## config.mk

```make
export PLATFORM = sky130hd
export DESIGN_NAME = tlb_page_table_translator_core
export DESIGN_NICKNAME = d
export VERILOG_FILES = /design/src/rtl/tlbpt_pkg.sv /design/src/rtl/tlbpt_map.sv /design/src/rtl/tlb_page_table_translator_core.sv
export SDC_FILE = /design/constraint.sdc
export NUM_CORES = 2
export LEC_CHECK = 0
export BUFFER_PORTS_ARGS = -buffer_cell sky130_fd_sc_hd__buf_4
export CAP_MARGIN = 10
export CORE_MARGIN = 1
export CORE_UTILIZATION = 60
export DETAILED_ROUTE_END_ITERATION = 10
export PLACE_DENSITY_LB_ADDON = 0.08
export RECOVER_POWER = 100
export SLEW_MARGIN = 20
export SYNTH_ARGS = -nofsm -noshare
export SYNTH_HDL_FRONTEND = slang
export SYNTH_HIERARCHICAL = 1
export SYNTH_SLANG_ARGS = --single-unit
```

## constraint.sdc

```tcl
create_clock -name clk -period 27.4 [get_ports clk]
set_clock_uncertainty 0.05 [all_clocks]
set_input_delay 1.37 -clock clk [delete_from_list [all_inputs] [get_ports clk]]
set_output_delay 1.37 -clock clk [all_outputs]
set_load 0.02 [all_outputs]
```

## src/rtl/tlbpt_pkg.sv

```systemverilog
`timescale 1ns / 1ps

package tlbpt_pkg;

  localparam int TLB_ENTRIES = 16;
  localparam int PAGE_COUNT  = 256;
  localparam int PAGE_BYTES  = 256;

  localparam int ADDR_W     = 16;
  localparam int PAGE_W     = 8;
  localparam int FRAME_W    = 8;
  localparam int ALLOC_W    = 9;
  localparam int COUNT_W    = 32;
  localparam int MAP_IDX_W  = (PAGE_COUNT > 1) ? $clog2(PAGE_COUNT) : 1;
  localparam int TLB_FILL_W = $clog2(TLB_ENTRIES + 1);

  localparam logic [ADDR_W-1:0] PAGE_MASK   = 16'hFF00;
  localparam logic [ADDR_W-1:0] OFFSET_MASK = 16'h00FF;

  typedef logic [PAGE_W-1:0]    page_t;
  typedef logic [FRAME_W-1:0]   frame_t;
  typedef logic [MAP_IDX_W-1:0] map_idx_t;

  // Page table access from the translation control.
  typedef struct packed {
    logic     rd_en;
    map_idx_t rd_idx;
    logic     wr_en;
    map_idx_t wr_idx;
    frame_t   wr_frame;
  } map_req_t;

endpackage

```

## src/rtl/tlbpt_map.sv

```systemverilog
`timescale 1ns / 1ps

module tlbpt_map import tlbpt_pkg::*; (
  input  logic     clk,
  input  logic     rst,
  input  map_req_t req,
  output logic     rd_valid,
  output frame_t   rd_frame
);

  frame_t                mem [PAGE_COUNT];
  logic [PAGE_COUNT-1:0] valid_bits;

  // Valid bits: cleared at reset, read registered alongside the frame.
  always_ff @(posedge clk) begin
    if (rst) begin
      valid_bits <= '0;
      rd_valid   <= 1'b0;
    end else begin
      if (req.rd_en) begin
        rd_valid <= valid_bits[req.rd_idx];
      end
      if (req.wr_en) begin
        valid_bits[req.wr_idx] <= 1'b1;
      end
    end
  end

  // Frame storage: one write port, one registered read port.
  always_ff @(posedge clk) begin
    if (req.wr_en) begin
      mem[req.wr_idx] <= req.wr_frame;
    end
    if (req.rd_en) begin
      rd_frame <= mem[req.rd_idx];
    end
  end

endmodule

```

## src/rtl/tlb_page_table_translator_core.sv

```systemverilog
`timescale 1ns / 1ps
// Flow: the input transfer latches the address and starts the registered page table read;
//   the resolve step then loads the result register, waiting while an old result is undrained.
// A new address is accepted only once the resolve step of the previous one, which may write
//   the page table and TLB, has completed.
// Reset (rst, synchronous): empties the TLB, clears all page table valid bits,
//   and zeroes the frame allocator and both counters.

module tlb_page_table_translator_core import tlbpt_pkg::*; (
  input  logic                clk,
  input  logic                rst,
  input  logic                in_valid,
  output logic                in_ready,
  input  logic [ADDR_W-1:0]   vaddr,
  output logic                out_valid,
  input  logic                out_ready,
  output logic [ADDR_W-1:0]   paddr,
  output logic                tlb_hit,
  output logic                page_fault,
  output logic [COUNT_W-1:0]  hit_total,
  output logic [COUNT_W-1:0]  fault_total
);

  localparam logic ST_IDLE   = 1'b0;
  localparam logic ST_LOOKUP = 1'b1;

  logic state;

  // Latched address of the item in flight.
  logic [ADDR_W-1:0] addr;

  // TLB: a shift line, newest at entry zero.
  page_t                 tlb_page_tag  [TLB_ENTRIES];
  frame_t                tlb_frame_num [TLB_ENTRIES];
  logic [TLB_FILL_W-1:0] tlb_fill;

  logic [ALLOC_W-1:0] next_free_frame;
  logic [COUNT_W-1:0] hit_counter;
  logic [COUNT_W-1:0] fault_counter;

  map_req_t map_req;
  logic     map_rd_valid;
  frame_t   map_rd_frame;

  page_t                 cur_page;
  logic [PAGE_W-1:0]     cur_offset;
  map_idx_t              cur_idx;
  map_idx_t              in_idx;
  logic                  tlb_match;
  frame_t                tlb_frame;
  logic                  fault;
  frame_t                frame_sel;
  logic [31:0]           phys_full;
  logic                  finish;
  logic                  in_xfer;
  logic [TLB_FILL_W-1:0] tlb_fill_next;

  assign in_ready = (state == ST_IDLE);
  assign in_xfer  = in_valid && in_ready;

  // Complete the lookup once the output register is free or being drained.
  assign finish = (state == ST_LOOKUP) && (!out_valid || out_ready);

  assign cur_page   = page_t'((addr & PAGE_MASK) >> 8);
  assign cur_offset = addr[PAGE_W-1:0];
  assign cur_idx    = map_idx_t'(cur_page % PAGE_COUNT);
  assign in_idx     = map_idx_t'(page_t'((vaddr & PAGE_MASK) >> 8) % PAGE_COUNT);

  // Parallel tag compare; on duplicate tags the oldest (highest) entry wins.
  always_comb begin
    tlb_match = 1'b0;
    tlb_frame = '0;
    for (int i = 0; i < TLB_ENTRIES; i++) begin
      if ((TLB_FILL_W'(i) < tlb_fill) && (tlb_page_tag[i] == cur_page)) begin
        tlb_match = 1'b1;
        tlb_frame = tlb_frame_num[i];
      end
    end
  end

  assign fault = !tlb_match && !map_rd_valid;

  always_comb begin
    if (tlb_match) begin
      frame_sel = tlb_frame;
    end else if (fault) begin
      frame_sel = next_free_frame[FRAME_W-1:0];
    end else begin
      frame_sel = map_rd_frame;
    end
  end

  assign phys_full = {{(32-FRAME_W){1'b0}}, frame_sel} * PAGE_BYTES
                   + {{(32-PAGE_W){1'b0}}, cur_offset};

  assign tlb_fill_next = (tlb_fill >= TLB_FILL_W'(TLB_ENTRIES)) ?
                         TLB_FILL_W'(TLB_ENTRIES) : tlb_fill + TLB_FILL_W'(1);

  // Read the page table on input transfer; write back a new mapping on a fault.
  always_comb begin
    map_req.rd_en    = in_xfer;
    map_req.rd_idx   = in_idx;
    map_req.wr_en    = finish && fault;
    map_req.wr_idx   = cur_idx;
    map_req.wr_frame = next_free_frame[FRAME_W-1:0];
  end

  tlbpt_map u_map (
    .clk      (clk),
    .rst      (rst),
    .req      (map_req),
    .rd_valid (map_rd_valid),
    .rd_frame (map_rd_frame)
  );

  // Control: state, fill, allocator, counters, output handshake.
  always_ff @(posedge clk) begin
    if (rst) begin
      state           <= ST_IDLE;
      tlb_fill        <= '0;
      next_free_frame <= '0;
      hit_counter     <= '0;
      fault_counter   <= '0;
      out_valid       <= 1'b0;
    end else begin
      // Drop valid on a result transfer unless a new result replaces it.
      if (out_valid && out_ready && !finish) begin
        out_valid <= 1'b0;
      end
      case (state)
        ST_IDLE: begin
          if (in_xfer) begin
            state <= ST_LOOKUP;
          end
        end
        ST_LOOKUP: begin
          if (finish) begin
            state     <= ST_IDLE;
            out_valid <= 1'b1;
            if (tlb_match) begin
              if (hit_counter != '1) begin
                hit_counter <= hit_counter + 1'b1;
              end
            end else if (fault) begin
              next_free_frame <= next_free_frame + 1'b1;
              tlb_fill        <= tlb_fill_next;
              if (fault_counter != '1) begin
                fault_counter <= fault_counter + 1'b1;
              end
            end
          end
        end
        default: begin
          state <= ST_IDLE;
        end
      endcase
    end
  end

  // Payload: latched address, TLB shift on fault, result register.
  always_ff @(posedge clk) begin
    if (in_xfer) begin
      addr <= vaddr;
    end
    if (finish) begin
      paddr            <= phys_full[ADDR_W-1:0];
      tlb_hit          <= tlb_match;
      page_fault       <= fault;
      hit_total        <= (tlb_match && hit_counter != '1) ? hit_counter + 1'b1
                                                          : hit_counter;
      fault_total      <= (fault && fault_counter != '1) ? fault_counter + 1'b1
                                                        : fault_counter;
      if (fault) begin
        // Push the new mapping at the front; the oldest entry drops off the end.
        for (int i = TLB_ENTRIES - 1; i > 0; i--) begin
          tlb_page_tag[i]  <= tlb_page_tag[i-1];
          tlb_frame_num[i] <= tlb_frame_num[i-1];
        end
        tlb_page_tag[0]  <= cur_page;
        tlb_frame_num[0] <= next_free_frame[FRAME_W-1:0];
      end
    end
  end

endmodule
```

* Word-level counts from Yosys, hierarchy flattened
Memory sizes are Yosys's and may differ from the RTL's. A register that Yosys moved wholly into a read port is not among the register bits.
Index checks and enable logic that the tools add are counted.
W data, S select, Z words.
** Word-level totals
- Register bits after elaboration :: 435
- Memories :: 3
- Bits in writable memories :: 2304
- Input port bits :: 20
- Logic and storage cells :: 148
- Output and inout bits :: 84
** Memory list
- u_map.mem :: depth 256, width 8, rd ports 1, clocked after memory_dff 1, write ports 1, line tlbpt_map.sv:11 : frame_t mem [PAGE_COUNT];
- tlb_frame_num :: depth 16, width 8, rd ports 16, clocked after memory_dff 0, write ports 16, line tlb_page_table_translator_core.sv:34 : frame_t tlb_frame_num [TLB_ENTRIES];
- tlb_page_tag :: depth 16, width 8, rd ports 16, clocked after memory_dff 0, write ports 16, line tlb_page_table_translator_core.sv:33 : page_t tlb_page_tag [TLB_ENTRIES];
** Operators by class
- Reduce and logical (&&, ||, !) cells :: 33
- Magnitude comparators :: 20
- Bitwise logic cells :: 3
- Add/sub/neg operators :: 5
- Multiplexer cells :: 52
- Eq/ne operators :: 18
** Operator list (count)
- $or A256 B256 Y256 :: 1
- $mux W8 :: 18
- $eq A8 B8 Y1 :: 16
- $add A32 B1 Y32 const B :: 2
- $mux W32 :: 2
- $ne A32 B32 Y1 const B :: 2
- $lt A4 B5 Y1 const A :: 8
- $mux W1 :: 28
- $logic_and A1 B1 Y1 :: 25
- $lt A3 B5 Y1 const A :: 4
- $lt A8 B9 Y1 const B :: 2
- $add A16 B8 Y16 :: 1
- $lt A1 B5 Y1 const A :: 2
- $lt A2 B5 Y1 const A :: 2
- $add A9 B1 Y9 const B :: 1
- $bmux W1 S8 :: 1
- $demux W1 S8 :: 1
- $ge A8 B1 Y1 const B :: 1
- $reduce_and A4 Y1 :: 2
- $add A5 B1 Y5 const B :: 1
- $ge A5 B5 Y1 const B :: 1
- $mux W5 :: 1
- $reduce_and A5 Y1 :: 1
- $logic_not A1 Y1 :: 4
- 3 further kinds :: 4

* Depth between registers and ports, before layout
- Depth after elaboration :: 23
- Depth in mapped cells :: 19
- Gate-level depth less buffers :: 13

* By module
The synthesis kept the hierarchy.
** By module, submodules not included
- tlbpt_map :: sequential area each 66884.1 µm², cells an instance 4498, area each 87991.9 µm², times used 1
- tlb_page_table_translator_core :: sequential area each 12211.7 µm², cells an instance 1495, area each 18899.4 µm², times used 1

* Least setup slack after synthesis
No wires, ideal clock.
- Path type :: reg-to-reg
- Start point :: register addr[12]
- End point :: memory u_map/mem[103][0] (netlist bit), enable pin
- Data required time :: 26976 ps
- Period minus slack after synthesis :: 9457 ps
- Slack :: 17943 ps
- Setup time :: 374 ps
- Path buffers :: 6
- Stages on the path, launching flop included :: 16
- Data arrival time :: 9033 ps
- Cell sequence :: edfxtp_1 > buf_4 > buf_6 > xor2_1 > nor3_1 > nand3_1 > nand4_2 > nor4_2 > nand3_1 > clkbuf_1 > inv_1 > clkbuf_1 > clkbuf_1 > nand4_1 > clkbuf_1 > nor2_1
** RTL lines
- start: declaration :: line tlb_page_table_translator_core.sv:30 : logic [ADDR_W-1:0] addr;
- start signal: assignment :: line tlb_page_table_translator_core.sv:163 : addr <= vaddr;
- end: declaration :: line tlbpt_map.sv:11

==> reports/summary.log <==
INFO  setup_path     worstReg2RegStart=addr[12]$_DFFE_PP_
INFO  setup_path     worstSetupPathType=flop to flop
INFO  power          worst_ir_drop_vdd=67.8uV
INFO  clock_tree     cts_repair_resize_count=0
INFO  setup_path     crit_path_end_kind=flop
INFO  placement      half_perimeter_wire_length_of_the_detailed_placement_result=152,000um
INFO  power          p_seq_share=53.7%
INFO  power          internal-power=6.81mW
INFO  detailed_routing remaining_drc_errors=23
INFO  detailed_routing drt_wl_total=258,000um
INFO  clock_tree     worst_skew_pair.late_latency=950ps
INFO  logic_synthesis ys_warn_count=6
INFO  clock_tree     cts.reportedPaths.clkPinSlew=60ps
INFO  clock_tree     clk_root_buf=clkbuf_16
INFO  logic_synthesis dominantRegCellSynth=edfxtp_1
INFO  sta            worst-slew-pin-transition=10,730ps
INFO  placement      placement.io_buffers=103
INFO  layout         design.final.nets=6,168
INFO  setup_path     required=27,520ps
INFO  floorplan      die_y=424um
INFO  sta            finalCritPeriodShare=53.6%
INFO  layout         post-route-util=66.9%
INFO  logic_synthesis synth.most_common_cell=edfxtp_1
INFO  logic_synthesis syn-instance-count=5,993
INFO  outcome        status=finished, violations left
INFO  clock_tree     clock_tree.htree_level_count=5
INFO  global_routing vias_in_the_first_global_route=55,700
INFO  outcome        violated_checks=DRC, capacitance limit, slew limit
INFO  global_routing grt_antenna_before_repair=2
INFO  floorplan      design.die.area=0.180mm2
INFO  logic_synthesis synth_edf_count=2,410
INFO  sta            grt_setup_unrepaired=no
INFO  sta            maxClockFrequency=68.0MHz
INFO  detailed_routing drtAntennaViolNets=0
INFO  setup_path     crit_path_start=addr[12]$_DFFE_PP_
INFO  power          combinationalPowerShare=3.5%
INFO  logic_synthesis synth.distinct_cells=79
INFO  logic_synthesis async_flop_share=0%
INFO  layout         post_route_cells_drive_above_1_share=16.7%
INFO  clock_tree     numClockSinks=2,746
INFO  power          swShare=20.6%
INFO  floorplan      io_pins=104
INFO  worst_hold_path hp-class=flop to flop
INFO  sta            timing_max_transition_violations_final=3,437
INFO  floorplan      start_util=60.6%
INFO  power          power_per_cell_area=72.6mW/mm2
INFO  global_routing grt_first_pass_wirelength=379,000um
INFO  floorplan      core_area=0.176mm2
INFO  sta            slew-limit-headroom=-616%
INFO  layout         insertedDiodeCount=0
INFO  logic_synthesis synth_area_per_cell=17.8um2
INFO  clock_tree     cts_tree=yes
INFO  detailed_routing wl_per_cell=29.7um
INFO  detailed_routing drtIter0Drc=6,575
INFO  clock_tree     clock_path_buffers=4
INFO  setup_path     critPathArrivalTime=14,810ps
INFO  sta            timing_hold_violations_final=0
INFO  logic_synthesis yosys-top-cells-count=edfxtp_1 (2,410), nor2_1 (812), mux4_2 (567)
INFO  logic_synthesis synth_area=0.107mm2
INFO  detailed_routing route.detailed.vias_per_inst=6.57
INFO  logic_synthesis ys_seq_area_share=74.0%
INFO  power          power.leakage=38.4nW
INFO  logic_synthesis netlist.top_cell.by_area=edfxtp_1
INFO  power          clock_power_share=42.8%
INFO  sta            timing.final.crit_period=14,700ps
INFO  logic_synthesis synth_area_leaders=edfxtp_1 (68%), mux4_2 (12%), dfxtp_1 (6.3%), nor2_1 (2.9%), a22oi_1 (1.0%)
INFO  layout         area_growth_syn_to_layout=10.4%
INFO  logic_synthesis mappedNetlistNets=6,017
INFO  power          power.switching=1.76mW
INFO  sta            setup-tns-final=0ps
INFO  logic_synthesis synth_seq_cells=2,746
INFO  clock_tree     cts_setup_buffers=0
INFO  global_routing pin_count_of_the_biggest_net_entering_global_routing=210
INFO  floorplan      die_width=424um
INFO  detailed_routing via_count=57,100
INFO  sta            setup_viol=0
INFO  global_routing groute.usage.overall=28.9%
INFO  placement      place.gp.congestion=0.841
INFO  floorplan      core.rowCount=154
INFO  setup_path     worst_setup_path_start_kind=flop
INFO  detailed_routing dr.pass1.iters=11
INFO  run            max_cap_violations=60
INFO  logic_synthesis share_of_the_synthesized_area_in_the_top_cell_type=67.7%
INFO  worst_hold_path hold_start=addr[1]$_DFFE_PP_
INFO  setup_path     critPathMaxFanout=209
INFO  global_routing grt-ovfl-total=0
INFO  clock_tree     number_of_cts_inserted_buffers=290
INFO  clock_tree     cts_hold_repair.buffers=0
==> worst paths after layout <==
| kind | slack (ps) | end | cells past startpoint |
|---|---|---|---|
| worst max register to register | 12700 | tlb_page_tag[12][7]$_DFFE_PP_ | 10 |
| worst min register to register | 370 | paddr[1]$_DFFE_PP_ | 0 |
| worst min-delay path | 370 | paddr[1]$_DFFE_PP_ | 0 |
| worst max-delay path | 12700 | tlb_page_tag[12][7]$_DFFE_PP_ | 10 |
==> layout by cell type, fill, tap and decap left out, types with 40 or more instances in the layout <==
cell	netlist	routed
a22o_1	65	65
edfxtp_1	2410	2410
clkbuf_16	0	302
o22ai_1	59	59
clkinv_1	2	43
or4_1	40	40
nand4_1	53	54
nor2_1	812	810
nand2_1	125	125
nand3_1	94	94
a21oi_1	133	133
a22oi_1	142	142
a221oi_1	77	77
xor2_1	97	97
mux4_2	567	567
clkbuf_1	220	252
nor3_1	91	90
o21ai_0	43	44
xnor2_1	97	97
dfxtp_1	336	336
buf_4	29	42
==> layout make-up <==
type / count / area [um2]
repair buffers: 216 / 1100
flip-flops and latches: 2746 / 79100
multi-input cells: 2857 / 26000
clock inverters: 83 / 561
inverters: 33 / 126
fillers: 11900 / 58500
clock buffers: 419 / 8230
well taps: 2340 / 2930
==> metal layers <==
metal	wire (um)	GRT usage, %	vias up
met2	124000	45.5	2570
met1	104000	41.7	29900
li1	-	-	24200
met5	14	0	-
met3	21800	4.99	447
met4	8220	9.27	2
==> through the flow <==
step                      hold slack, ps  instance area (um2)  instances  setup WS (ps)  power (mW)
after floorplan                      350               107000       5993          17940        4.88
after global placement               350               110000       8191          20400        4.98
after detailed placement             358               110000       8191          20490        4.98
after CTS                            372               119000       8693          21450        8.62
after global routing                 381               118000       8694          11590        8.80
final                                368               118000       8694          12700        8.57
==> state kept, by name, indices dropped and copies added, names as in the netlist <==
name / count
next_free_frame: 8
addr: 16
tlb_hit: 1
hit_counter: 32
tlb_frame_num: 128
paddr: 16
fault_total: 32
u_map/mem: 2048
tlb_fill: 5
u_map/rd_frame: 8
u_map/rd_valid: 1
u_map/valid_bits: 256
page_fault: 1
state: 1
fault_counter: 32
out_valid: 1
tlb_page_tag: 128
hit_total: 32
==> worst max-delay path, cell delays in order, from the launching register on <==
cell        delay, ps
edfxtp_1          320
clkbuf_1         1750
xor2_1            210
nor4_1            140
nand3_1           450
nand4_1           400
nor4_1            360
clkbuf_1          430
nand3_1           200
clkinvlp_2       1680
clkbuf_1         7540
==> power groups by stage <==
stage	sequential, mW	combinational, mW	clock (mW)
after global routing	4.60	0.317	3.88
after CTS	4.59	0.309	3.72
after detailed placement	4.68	0.309	0
after global placement	4.67	0.306	0
after floorplan	4.70	0.185	0
final	4.60	0.301	3.66
==> cells by family after synthesis <==
family                   after synthesis  synth area share (%)
flip-flops                          2746                  74.0
AND/OR/NAND/NOR                     1390                  5.85
AO/OA/AOI/OAI                        666                  4.49
multiplexers                         603                  12.3
buffers and inverters                390                  1.74
XOR/XNOR                             194                  1.59
adder cells (fa/ha/maj)                4                0.0468
(Power assumes the default switching activity.)
